<file path="config.mk">
export PLATFORM = sky130hd
export DESIGN_NAME = bba_ctrl
export DESIGN_NICKNAME = d
export VERILOG_FILES = /design/src/design/bba_pkg.sv /design/src/design/bba_ctrl.sv
export SDC_FILE = /design/constraint.sdc
export NUM_CORES = 1
export LEC_CHECK = 0
export ABC_AREA = 1
export BUFFER_PORTS_ARGS = -buffer_cell sky130_fd_sc_hd__clkbuf_2
export CORE_MARGIN = 2
export CORE_UTILIZATION = 30
export DETAILED_ROUTE_END_ITERATION = 16
export SKIP_LAST_GASP = 1
export SLEW_MARGIN = 20
export SYNTH_ARGS = -nofsm -noshare
export SYNTH_HDL_FRONTEND = slang
export SYNTH_SLANG_ARGS = --single-unit
</file>
<file path="constraint.sdc">
create_clock -name i_clk -period 1.8 [get_ports i_clk]
set_input_delay 0.09 -clock i_clk [delete_from_list [all_inputs] [get_ports i_clk]]
set_output_delay 0.09 -clock i_clk [all_outputs]
set_load 0.02 [all_outputs]
</file>
<file path="src/design/bba_pkg.sv">
`timescale 1ns / 1ps
// ----------------------------------------------------------------------------
// bba_pkg
// Shared types, status codes and defaults of the buddy block allocator.
// ----------------------------------------------------------------------------
package bba_pkg;

    // Default pool size in units.
    localparam int POOL_SIZE_DEFAULT = 1024;

    // Result status codes.
    localparam logic [1:0] ST_OK      = 2'd0;
    localparam logic [1:0] ST_NOFIT   = 2'd1;
    localparam logic [1:0] ST_BADSIZE = 2'd2;
    localparam logic [1:0] ST_BADFREE = 2'd3;

    // Request kinds.
    localparam logic KIND_ALLOC = 1'b0;
    localparam logic KIND_FREE  = 1'b1;

    typedef struct packed {
        logic        kind;
        logic [10:0] request_size;
        logic [9:0]  block_offset;
    } t_in_item;

    typedef struct packed {
        logic [1:0] status;
        logic [9:0] granted_offset;
        logic [3:0] granted_order;
    } t_out_item;

    // Commands from the controller to the datapath.
    typedef struct packed {
        logic       clr_wr;
        logic       load;
        logic       rd_off;
        logic       rd_bud;
        logic       walk_step;
        logic       split_init;
        logic       split_wr;
        logic       alloc_wr;
        logic       free_wr;
        logic       merge_high;
        logic       merge_low;
        logic       res_set;
        logic [1:0] res_code;
    } t_cmd;

    // Status from the datapath to the controller.
    typedef struct packed {
        logic clr_last;
        logic is_free_req;
        logic bad_size;
        logic bad_off;
        logic fit;
        logic walk_end;
        logic split_more;
        logic free_ok;
        logic can_merge;
        logic bud_ok;
        logic out_free;
    } t_sts;

endpackage

</file>
<file path="src/design/bba_ctrl.sv">
`timescale 1ns / 1ps
// ----------------------------------------------------------------------------
// bba_ctrl
// Sequencer of the allocator: clearing pass, block walk, split and merge.
// ----------------------------------------------------------------------------
module bba_ctrl import bba_pkg::*; (
    input  logic i_clk,
    input  logic i_rst_n,
    input  logic i_in_valid,
    output logic o_in_stall,
    input  t_sts i_sts,
    output t_cmd o_cmd
);

    typedef enum logic [12:0] {
        S_CLEAR = 13'b0000000000001,
        S_IDLE  = 13'b0000000000010,
        S_DISP  = 13'b0000000000100,
        S_AREAD = 13'b0000000001000,
        S_ACHK  = 13'b0000000010000,
        S_SPLIT = 13'b0000000100000,
        S_FREAD = 13'b0000001000000,
        S_FCHK  = 13'b0000010000000,
        S_MTEST = 13'b0000100000000,
        S_MCHK  = 13'b0001000000000,
        S_MHIGH = 13'b0010000000000,
        S_MLOW  = 13'b0100000000000,
        S_DONE  = 13'b1000000000000
    } t_state;

    t_state     r_state, n_state;
    logic [1:0] r_code, n_code;

    assign o_in_stall = (r_state != S_IDLE);

    // State register.
    always_ff @(posedge i_clk) begin
        if (!i_rst_n) begin
            r_state <= S_CLEAR;
            r_code  <= ST_OK;
        end else begin
            r_state <= n_state;
            r_code  <= n_code;
        end
    end

    // Next state and commands.
    always_comb begin
        n_state = r_state;
        n_code  = r_code;
        o_cmd   = '0;
        case (r_state)
            S_CLEAR: begin
                o_cmd.clr_wr = 1'b1;
                if (i_sts.clr_last) n_state = S_IDLE;
            end
            S_IDLE: begin
                if (i_in_valid) begin
                    o_cmd.load = 1'b1;
                    n_state    = S_DISP;
                end
            end
            S_DISP: begin
                if (i_sts.is_free_req) begin
                    if (i_sts.bad_off) begin
                        n_code  = ST_BADFREE;
                        n_state = S_DONE;
                    end else begin
                        n_state = S_FREAD;
                    end
                end else if (i_sts.bad_size) begin
                    n_code  = ST_BADSIZE;
                    n_state = S_DONE;
                end else begin
                    n_state = S_AREAD;
                end
            end
            S_AREAD: begin
                o_cmd.rd_off = 1'b1;
                n_state      = S_ACHK;
            end
            S_ACHK: begin
                if (i_sts.fit) begin
                    o_cmd.split_init = 1'b1;
                    n_state          = S_SPLIT;
                end else if (i_sts.walk_end) begin
                    n_code  = ST_NOFIT;
                    n_state = S_DONE;
                end else begin
                    o_cmd.walk_step = 1'b1;
                    n_state         = S_AREAD;
                end
            end
            S_SPLIT: begin
                if (i_sts.split_more) begin
                    o_cmd.split_wr = 1'b1;
                end else begin
                    o_cmd.alloc_wr = 1'b1;
                    n_code         = ST_OK;
                    n_state        = S_DONE;
                end
            end
            S_FREAD: begin
                o_cmd.rd_off = 1'b1;
                n_state      = S_FCHK;
            end
            S_FCHK: begin
                if (i_sts.free_ok) begin
                    o_cmd.free_wr = 1'b1;
                    n_state       = S_MTEST;
                end else begin
                    n_code  = ST_BADFREE;
                    n_state = S_DONE;
                end
            end
            S_MTEST: begin
                if (i_sts.can_merge) begin
                    o_cmd.rd_bud = 1'b1;
                    n_state      = S_MCHK;
                end else begin
                    n_code  = ST_OK;
                    n_state = S_DONE;
                end
            end
            S_MCHK: begin
                if (i_sts.bud_ok) begin
                    n_state = S_MHIGH;
                end else begin
                    n_code  = ST_OK;
                    n_state = S_DONE;
                end
            end
            S_MHIGH: begin
                o_cmd.merge_high = 1'b1;
                n_state          = S_MLOW;
            end
            S_MLOW: begin
                o_cmd.merge_low = 1'b1;
                n_state         = S_MTEST;
            end
            S_DONE: begin
                // Hand the result over once the output register is free.
                o_cmd.res_code = r_code;
                if (i_sts.out_free) begin
                    o_cmd.res_set = 1'b1;
                    n_state       = S_IDLE;
                end
            end
            default: begin
                n_state = S_CLEAR;
            end
        endcase
    end

endmodule

</file>
## Word-level counts from Yosys, hierarchy flattened

Cells that the tools add are included.

| storage, ports and cells | value |
|---|---|
| input port bits | 14 |
| logic and storage cells | 73 |
| register bits after elaboration | 15 |
| output and inout bits | 15 |

| cells by class | value |
|---|---|
| equal/unequal tests | 25 |
| multiplexer cells | 42 |
| reduce and logical (&&, ||, !) cells | 4 |

Operators with widths:

| operator | count |
|---|---|
| 13-bit case mux with 13 select lines | 1 |
| 13-bit two-way mux | 12 |
| 2-bit two-way mux | 11 |
| 2-bit inequality test, second input constant | 9 |
| 1-bit two-way mux | 16 |
| 13-bit by 1-bit == test with 1-bit output, second input constant | 1 |
| 13-bit by 10-bit == test with 1-bit output, second input constant | 1 |
| 13-bit by 11-bit == test with 1-bit output, second input constant | 1 |
| 13-bit by 12-bit == test with 1-bit output, second input constant | 1 |
| 13-bit == test, second input constant | 1 |
| 13-bit by 2-bit == test with 1-bit output, second input constant | 1 |
| 13-bit by 3-bit == test with 1-bit output, second input constant | 1 |
| 13-bit by 4-bit == test with 1-bit output, second input constant | 1 |
| 13-bit by 5-bit == test with 1-bit output, second input constant | 1 |
| 13-bit by 6-bit == test with 1-bit output, second input constant | 1 |
| 13-bit by 7-bit == test with 1-bit output, second input constant | 1 |
| 13-bit by 8-bit == test with 1-bit output, second input constant | 1 |
| 13-bit by 9-bit == test with 1-bit output, second input constant | 1 |
| 13-bit by 2-bit inequality test with 1-bit output, second input constant | 1 |
| 2-bit case mux with 6 select lines | 1 |
| 9-bit AND reduction | 1 |
| 3-bit inequality test, second input constant | 2 |
| 6-bit nonzero test | 1 |
| 4-bit AND reduction | 1 |
| 2 further kinds | 2 |

## Logic depth before layout (Yosys ltp)

Gate-level depths: netlist of run 1.

| depth | value |
|---|---|
| depth in word-level cells | 3 |
| depth in mapped cells | 12 |
| depth with buffers taken out | 12 |

## Least setup slack after synthesis of run 1

OpenSTA, ideal clock, no wires.

| timing | value |
|---|---|
| path kind | reg2out |
| from | reg r_state[12] |
| to | out o_cmd[12] in the netlist's numbering |
| path buffers | 0 |
| setup slack | 378 ps |
| arrival time | 1332 ps |
| stages on the path, launching flop included | 8 |
| required time | 1710 ps |
| cells stage by stage | dfxtp_1 nor2_2 inv_2 nor2_8 inv_2 nor3_2 inv_1 nor2_1 |

RTL lines:

| item | line | source |
|---|---|---|
| start, declared | bba_ctrl.sv:31 | `t_state r_state, n_state;` |
| start signal, assigned | bba_ctrl.sv:42 | `r_state <= n_state;` |
| end, declared | bba_ctrl.sv:12 | `output t_cmd o_cmd` |

==> summary.md, run 1 <==
| Metric | Value |
|---|---|
| Status | complete, no violations |
| Period minus WS final | roughly 1.7 ns |
| Max_cap viols | 0 |
| Worst R2R Start | r_state[8] |
| Clock Path Buffers | 2 |
| Die Wd | 65.6 um |
| Initial antenna violation count | 0 |
| Final worst-path cycle share | 0.926 |
| Synth Cell Area | between 0.001 and 0.0015 mm2 |
| Ys flop type | dfxtp_1 |
| Syn Area/Cell | approximately 6 um2 |
| Post-synth EDFFs | 0 |
| Dpl cells | approximately 270 |
| Non-filler cells, final | 276 |
| WHS Path Cells | 2 |
| All-layer global routing usage | 0.137 |
| Worst hold path class | input port to flop |
| Slew @ Worst Pin | ~0.30 ns |
| Async SR Flop Fraction | 0 |
| CTS root buf | clkbuf_8 |
| Number of clock buffers inserted by TritonCTS | 3 |
| Commonest cells post-synth | 46 x nand2_1, 43 x nor2_1, 27 x inv_1, 15 x dfxtp_1, 15 x nand3_1 |
| Post-route DRC | 0 |
| CTS tree | done |
| Core ar. | roughly 0.0037 mm2 |
| Rel. slew slack | 0.800 |
| Skew-Pair Late Insertion Delay | around 0.25 ns |
| DP Wirelength | ~2.2 mm |
| Largest net degree at the start of global routing | 18 |
| Via density | around 4.2 |
| Sequential-to-total area share from yosys stat | 0.263 |
| Filler cells | 423 |
| Die area | between 0.004 and 0.005 mm2 |
| First-pass GRT wire length | 4.48 mm |
| Yosys warning count | 0 |
| Area delta synth->final | 24.5% |
| Top cell type by total area after synthesis | dfxtp_1 |
| Number of global-route vias before repair | between 900 and 1,000 |
| Final Hold Slack | roughly 0.094 ns |
| Clock transition at the registers of the reported paths | around 0.060 ns |
| Final ANT Viol Nets | 0 |
| Net Count, Synth | ~210 |
| Crit end category | output port |
| Layout Utilization | 0.388 |
| H-tree Lvls | 1 |
| Die H | 65.6 um |
| IO Count | 29 |
| # port buffers | 28 |
| Yosys reg bits | 15 |
| PwrDens | between 700 and 800 mW/mm2 |
| F_max | between 0.5 and 0.6 GHz |
| Synth cell types | 22 |
| Fin. max-slew vios | 0 |
| Setup Viol. Count Final | 0 |
| Post-Route WL | about 2.7 mm |
| Final TNS setup | 0 ns |
| Worst Path Required | 1.71 ns |
| Fin Clk Skew | 0.00392 ns |
| Fin nets | around 240 |
| Iteration-0 DRC Markers | 27 |
| GP Congestion | roughly 0.92 |
| Ranking of synthesized cells by area | dfxtp_1 26%, nand2_1 15%, nor2_1 14%, inv_1 8.9%, nand3_1 6.6% |
| Post-synth top area share | 0.263 |
| Drt pass-1 iters | 6 |
| Clk sinks | 15 |
| Worst hold endpoint | r_state[0] |
| CP arrival | 1.58 ns |
| LEAKAGE | between 0.8 and 0.9 nW |
| Setup CP Type | flop to output port |
| Final hold viol count | 0 |
| Critical Path Start Type | flop |
| Worst reg2reg endpoint | r_state[0] |
| Design Power | ~0.0011 W |
| R2R Setup Slk | between 0.2 and 0.25 ns |
| Grt total ovfl | 0 |
| Crit Path Max Fanout | 11 |
| WL/cell | 9.85 um |
| Hold path startpoint | i_rst_n |
| Worst Reg-to-Reg Cells | 10 |
| Post-Syn Instances | between 150 and 200 |
| Maximum vdd drop | between 0.2 and 0.25 mV |
| Starting Density | 0.311 |
| Count leader, synth | nand2_1 |
| Antenna fix cells | 0 |
| DR vias | between 1,000 and 1,500 |
| Row count | 22 |
| # hold bufs at CTS | 0 |
| Fraction of layout cells with a size suffix above 1 | 0.294 |
-- worst max-delay path: stages, from the launching register on --
cell,delay (ns)
dfxtp_1,0.33
nor2_2,0.14
nand2_2,0.10
nor2_8,0.20
inv_2,0.05
nor3_2,0.16
inv_1,0.08
nor2_1,0.09
clkbuf_2,0.17
-- metrics by stage --
| step | instance area (um2) | setup WS (ns) |
|---|---|---|
| 6_report | 1420 | 0.133 |
| 5_1_grt | 1420 | -0.000535 |
| 4_1_cts | 1370 | 0.0712 |
| 3_5_place_dp | 1330 | 0.244 |
| 3_3_place_gp | 1330 | 0.253 |
| 2_1_floorplan | 1140 | 0.378 |
-- cells by family (layout without fill, tap and decap cells) --
logic type,Yosys count,after routing,synth area share
simple gates,134,134,0.583
buf+inv,34,71,0.119
flops,15,15,0.263
compound gates,8,8,0.0351
-- layout make-up --
cell class | instances | area [um2] | share of cell area
inverter | 33 | 124 | 0.0873
timing repair buffer | 34 | 185 | 0.131
multi-input combinational | 142 | 704 | 0.496
tap | 48 | 60.1 | 0.0423
clock buffer | 4 | 45.0 | 0.0317
sequential | 15 | 300 | 0.212
-- per-layer routing --
metal,share of wire,global-route usage,vias up
li1,-,-,651
met1,0.51,0.192,470
met2,0.43,0.205,27
met3,0.042,0.0223,5
met4,0.019,0.0625,0
met5,0,0,-
-- power breakdown --
group,total (W),switching (W),internal [W]
Sequential,0.000389,0.0000308,0.000358
Clock,0.000280,0.000123,0.000157
Combinational,0.000404,0.000261,0.000142
-- what timing repair did --
action	in CTS	in global routing
endpoints found under the setup margin	0	1
resized for setup	0	0
setup buffers	0	6
-- flip-flops by register name, summed over array words and instances, names as in the netlist --
name,flops
r_code,2
r_state,13
-- how the worst max path moves through the flow --
stage           endpoint  slack (ns)        start  cells past startpoint
6_report       o_cmd[12]        0.13   r_state[8]                      8
3_5_place_dp   r_code[1]        0.24  r_state[12]                      9
2_1_floorplan  o_cmd[12]        0.38  r_state[12]                      7
5_1_grt        o_cmd[12]     -0.0005   r_state[8]                      8
4_1_cts        o_cmd[12]        0.07  r_state[12]                      8
3_3_place_gp   r_code[1]        0.25  r_state[12]                      9
-- cell usage in the layout (no fill, tap or decap), types with 3 or more instances in the layout --
cell type / instances
a21oi_1: 4
buf_4: 6
clkbuf_2: 28
clkbuf_8: 3
dfxtp_1: 15
inv_1: 27
inv_2: 5
nand2_1: 46
nand2_2: 6
nand3_1: 15
nor2_1: 43
nor2_2: 8
nor2_4: 4
(Power assumes the default switching activity.)
==> run 2: changes to the inputs <==
--- a/config.mk
+++ b/config.mk
@@ -10,6 +10,7 @@
 export CORE_MARGIN = 2
 export CORE_UTILIZATION = 30
 export DETAILED_ROUTE_END_ITERATION = 16
+export PLACE_DENSITY = 0.57
 export SKIP_LAST_GASP = 1
 export SLEW_MARGIN = 20
 export SYNTH_ARGS = -nofsm -noshare
==> run 2 against run 1 <==
  * Clock-buffer cell count decreased by 1
  * Die area unchanged
  * Non-clock buffer count unchanged
  * Maximum frequency decreased by 1.8%
  * Critical path depth unchanged
  * Sequential power about the same
  * Clock power increased by 3%
  * Core utilization increased by 0.20 points
  * Global-route usage decreased by 0.13 points
  * Flip-flop and latch count unchanged
==> summary.md, run 2 (synthesis results as in run 1) <==
| Metric | Value |
|---|---|
| Critical Path Start Type | flop |
| Core ar. | about 0.0037 mm2 |
| CP arrival | roughly 1.6 ns |
| IO Count | 29 |
| Fraction of layout cells with a size suffix above 1 | 0.298 |
| Clock Path Buffers | 2 |
| Fin Clk Skew | between 0.004 and 0.005 ns |
| Multi-input logic area | about 710 um2 |
| All-layer global routing usage | 0.136 |
| Setup CP Type | flop to output port |
| # port buffers | 28 |
| Largest register FFs | 13 |
| Skew-Pair Late Insertion Delay | 0.26 ns |
| Commonest non-fill, non-tap cell in the layout | nand2_1 |
| Die Wd | around 66 um |
| Worst hold path class | input port to flop |
| Net Sw Power | between 0.0004 and 0.0005 W |
| Iteration-0 DRC Markers | 52 |
| Most frequent cells in the layout | 46 x nand2_1, 43 x nor2_1, 28 x clkbuf_2 |
| Internal power | ~0.00066 W |
| Setup Viol. Count Final | 0 |
| WL/cell | roughly 11 um |
| PnR worst setup slack | 0.103 ns |
| Clock power frac | 0.265 |
| GP Congestion | ~0.87 |
| Status | complete, no violations |
| F_max | 0.589 GHz |
| Starting Density | 0.311 |
| Area delta synth->final | 25.1% |
| Slew @ Worst Pin | roughly 0.29 ns |
| Maximum vdd drop | 0.297 mV |
| Largest net degree at the start of global routing | 18 |
| Final hold viol count | 0 |
| Clk sinks | 15 |
| Rel. slew slack | 0.807 |
| CTS tree | done |
| Max_cap viols | 0 |
| Dpl cells | 266 |
| CTS root buf | clkbuf_8 |
| Grt total ovfl | 0 |
| Final ANT Viol Nets | 0 |
| Combinational group share of total power | 0.377 |
| Sequential fraction of design power | 0.357 |
| Non-filler cells, final | between 200 and 300 |
| Row count | 22 |
| Layout Utilization | 0.390 |
| Worst R2R Start | r_state[8] |
| Via density | 4.33 |
| PwrDens | between 700 and 800 mW/mm2 |
| WHS Path Cells | 2 |
| H-tree Lvls | 1 |
| Filler cells | around 430 |
| Post-Route WL | around 2.9 mm |
| Worst reg2reg endpoint | r_code[1] |
| DR vias | about 1,200 |
| Biggest regs | r_state: 13 flops, r_code: 2 flops |
| First-pass GRT wire length | approximately 4.5 mm |
| Final Hold Slack | about 0.11 ns |
| Post-route DRC | 0 |
| R2R Setup Slk | 0.20 ns |
| Crit Path Max Fanout | 10 |
| Worst Reg-to-Reg Cells | 10 |
| Period minus WS final | 1.70 ns |
| Antenna fix cells | 0 |
| Crit end category | output port |
| DP Wirelength | 2.29 mm |
| Fin. max-slew vios | 0 |
| Die area | between 0.004 and 0.005 mm2 |
| Switching Share | 0.395 |
| Die H | 65.6 um |
| Number of global-route vias before repair | about 1,000 |
| LEAKAGE | about 0.83 nW |
| Worst hold endpoint | r_state[0] |
| Worst Path Required | between 1.5 and 2 ns |
| Hold path startpoint | i_rst_n |
| Pre-CTS WS | 0.201 ns |
| Clock transition at the registers of the reported paths | about 0.070 ns |
| Drt pass-1 iters | 4 |
| Largest register by flop count | r_state |
| Final worst-path cycle share | 0.943 |
| Fin nets | around 240 |
| Number of clock buffers inserted by TritonCTS | 3 |
| Register Area | ~300 um2 |
| Initial antenna violation count | 0 |
run 2: how the worst max path moves through the flow:
stage                      from        end  slack (ns)  cells after the start
floorplan           r_state[12]  o_cmd[12]        0.38                      7
global placement     r_state[8]  r_code[1]        0.21                      9
detailed placement   r_state[8]  r_code[1]        0.20                      9
CTS                  r_state[8]  o_cmd[12]        0.07                      8
global route         r_state[8]  o_cmd[12]       -0.02                      8
finish               r_state[8]  o_cmd[12]        0.10                      8
run 2: final cells by class:
cell class,count,share of cell area
sequential,15,0.211
timing repair buffer,34,0.130
inverter,33,0.0868
clock buffer,3,0.0289
tap,48,0.0421
clock inverter,1,0.00351
multi-input combinational,142,0.498
run 2: timing repair:
action | 4_1_cts | 5_1_grt
hold buffers | 0 | 0
setup endpoints to repair | 0 | 1
setup buffers | 0 | 6
resized for setup | 0 | 1
run 2: power groups by stage:
stage	Sequential, W	Clock [W]	Combinational [W]
after floorplan	0.000391	0	0.000312
after global placement	0.000394	0	0.000404
after detailed placement	0.000395	0	0.000401
after CTS	0.000388	0.000289	0.000402
after global routing	0.000390	0.000303	0.000464
final	0.000388	0.000288	0.000409
run 2: worst max-delay path, cell delays in order (launching register included):
cell and delay [ns]:
dfxtp_1 0.33, nor2_2 0.15, nand2_2 0.11, nor2_8 0.19
inv_2 0.07, nor3_4 0.16, inv_1 0.09, nor2_1 0.09
clkbuf_2 0.17
run 2: per-layer routing:
metal / global-route usage / wire length, um / vias to the layer above
li1: - / - / 650
met1: 0.180 / 1380 / 508
met5: 0 / 0 / -
met3: 0.0240 / 135 / 6
met4: 0.0469 / 46 / 0
met2: 0.221 / 1350 / 30
run 2: metrics by stage:
step | area (um2) | setup TNS (ns) | total power, W
2_1_floorplan | 1140 | 0 | 0.000704
3_3_place_gp | 1330 | 0 | 0.000799
3_5_place_dp | 1330 | 0 | 0.000796
4_1_cts | 1380 | 0 | 0.00108
5_1_grt | 1430 | -0.0167 | 0.00116
6_report | 1430 | 0 | 0.00108
==> run 3: changes to the inputs <==
--- a/config.mk
+++ b/config.mk
@@ -7,10 +7,12 @@
 export LEC_CHECK = 0
 export ABC_AREA = 1
 export BUFFER_PORTS_ARGS = -buffer_cell sky130_fd_sc_hd__clkbuf_2
+export CELL_PAD_IN_SITES_DETAIL_PLACEMENT = 1
+export CELL_PAD_IN_SITES_GLOBAL_PLACEMENT = 1
 export CORE_MARGIN = 2
-export CORE_UTILIZATION = 30
+export CORE_UTILIZATION = 35
 export DETAILED_ROUTE_END_ITERATION = 16
-export PLACE_DENSITY = 0.57
+export PLACE_DENSITY = 0.85
 export SKIP_LAST_GASP = 1
 export SLEW_MARGIN = 20
 export SYNTH_ARGS = -nofsm -noshare
==> run 3 against run 2 <==
  * Sequential power hardly changed
  * Power shrank 6.8%
  * Wire length is 15% higher
  * Sequential share of layout area rose by 0.28 points
  * Core utilization increased by 6.8 points
  * Final cell count down 1.1%
  * Highest routed layer unchanged
==> summary.md, run 3 (synthesis results as in run 1) <==
| Metric | Value |
|---|---|
| Status | complete, no violations |
| Iteration-0 DRC Markers | 33 |
| Most frequent cells in the layout | 46 x nand2_1, 43 x nor2_1, 28 x clkbuf_2 |
| Maximum vdd drop | between 0.3 and 0.4 mV |
| Initial antenna violation count | 0 |
| Core ar. | between 0.003 and 0.004 mm2 |
| CP max stage cell | dfxtp_1 |
| Sequential fraction of design power | 0.385 |
| Slew @ Worst Pin | between 0.3 and 0.4 ns |
| Rel. slew slack | 0.791 |
| Fin. max-slew vios | 0 |
| # hold bufs at CTS | 0 |
| Via density | roughly 4.6 |
| Clock transition at the registers of the reported paths | about 0.09 ns |
| Crit path cell chain | nor2_4, nand2_4, nor2_2, nand3_1, inv_1, clkbuf_2 |
| GP Congestion | between 0.8 and 0.9 |
| Worst Reg-to-Reg Cells | 11 |
| CTS tree | done |
| Final Hold Slack | approximately 0.055 ns |
| Fraction of layout cells with a size suffix above 1 | 0.301 |
| WL/cell | approximately 12 um |
| Final worst-path cycle share | 0.987 |
| Final ANT Viol Nets | 0 |
| Final TNS setup | 0 ns |
| Worst reg2reg endpoint | r_code[1] |
| Final hold viol count | 0 |
| Area delta synth->final | 23.5% |
| Worst hold endpoint | r_state[0] |
| Critical Path Start Type | flop |
| Post-route DRC | 0 |
| Largest register FFs | 13 |
| Largest register by flop count | r_state |
| Crit path largest cell delay | 0.37 ns |
| Commonest non-fill, non-tap cell in the layout | nand2_1 |
| All-layer global routing usage | 0.186 |
| RSZ-0062 raised after global routing | true |
| Switching Share | 0.419 |
| Antenna fix cells | 0 |
| Die area | 0.00373 mm2 |
| # port buffers | 28 |
| Worst Path Required | between 1.5 and 2 ns |
| Clock power frac | 0.206 |
| Hold path startpoint | i_rst_n |
| Setup CP Type | flop to output port |
| Number of global-route vias before repair | around 1,100 |
| Dpl cells | about 260 |
| DP Wirelength | ~2.7 mm |
| DR vias | 1,265 |
| PwrDens | ~720 mW/mm2 |
| Worst hold path class | input port to flop |
| Starting Density | 0.370 |
| Fin nets | approximately 240 |
| Fin Clk Skew | slightly above 0.003 ns |
| Worst R2R Start | r_state[8] |
| Period minus WS final | about 1.8 ns |
| Number of clock buffers inserted by TritonCTS | 3 |
| Skew-Pair Late Insertion Delay | 0.30 ns |
| Clock Path Buffers | 2 |
| CP arrival | 1.69 ns |
| Crit end category | output port |
| Clk sinks | 15 |
| Combinational group share of total power | 0.409 |
| Design Power | slightly above 0.001 W |
| H-tree Lvls | 1 |
| Drt pass-1 iters | 4 |
| Die Wd | roughly 61 um |
| Row count | 20 |
| First-pass GRT wire length | between 5 and 6 mm |
| IO Count | 29 |
| LEAKAGE | 0.822 nW |
| R2R Setup Slk | roughly 0.050 ns |
| Grt total ovfl | 0 |
| F_max | approximately 0.56 GHz |
| Biggest regs | r_state: 13 flops, r_code: 2 flops |
| Layout Utilization | 0.457 |
| Crit Path Max Fanout | 5 |
| Non-filler cells, final | between 200 and 300 |
| Setup Viol. Count Final | 0 |
| Post-Route WL | 3.35 mm |
| Internal power | 0.000587 W |
| Die H | 61.1 um |
| CTS root buf | clkbuf_4 |
| WHS Path Cells | 2 |
| Max_cap viols | 0 |
| Net Sw Power | approximately 0.00042 W |
| Largest net degree at the start of global routing | 18 |
run 3: cell count changes in the layout (fill, tap and decap cells not counted), sizes merged:
cell,delta
buf,+1
clkinv,-1
clkbuf,+1
run 3: critical path, delay by kind of cell (launching register included):
family / cells / cell delay (ns)
buffers and inverters: 2 / 0.27
AND/OR/NAND/NOR: 4 / 0.74
flip-flops: 1 / 0.37
run 3: how the worst max path moves through the flow:
stage | depth (start not counted) | end | from | slack, ns
after floorplan | 7 | o_cmd[12] | r_state[12] | 0.38
after global placement | 9 | r_code[1] | r_state[8] | 0.23
after detailed placement | 9 | r_code[1] | r_state[12] | 0.21
after CTS | 8 | o_cmd[12] | r_state[12] | 0.007
after global routing | 11 | r_code[1] | r_state[8] | -0.06
final | 6 | o_cmd[8] | r_state[1] | 0.02
run 3: timing repair:
action,CTS,global route
buffers inserted,0,7
hold endpoints to repair,0,0
setup endpoints to repair,0,6
resized for setup,0,1
run 3: stage by stage:
| stage | setup WS, ns | area [um2] |
|---|---|---|
| floorplan | 0.378 | 1140 |
| detailed placement | 0.214 | 1320 |
| global route | -0.0571 | 1410 |
| global placement | 0.234 | 1320 |
| CTS | 0.00666 | 1350 |
| finish | 0.0240 | 1410 |
run 3: final cells by class:
cell class	count	area, um2
Clock buffer	4	26.3
Fill cell	456	1670
Inverter	33	124
Multi-Input combinational cell	142	709
Sequential cell	15	300
Tap cell	44	55.1
Timing Repair Buffer	35	193
run 3: metal layers:
| metal | track usage | part of all wire | up-vias |
|---|---|---|---|
| li1 | - | - | 654 |
| met1 | 0.249 | 0.46 | 578 |
| met2 | 0.307 | 0.48 | 26 |
| met3 | 0.0189 | 0.035 | 7 |
| met4 | 0.0745 | 0.024 | 0 |
| met5 | 0 | 0 | - |
run 3: power by group through the flow:
stage | clock [W] | sequential (W) | combinational (W)
6_report | 0.000208 | 0.000389 | 0.000414
5_1_grt | 0.000230 | 0.000391 | 0.000470
4_1_cts | 0.000214 | 0.000389 | 0.000414
3_5_place_dp | 0 | 0.000397 | 0.000413
3_3_place_gp | 0 | 0.000395 | 0.000405
2_1_floorplan | 0 | 0.000391 | 0.000312
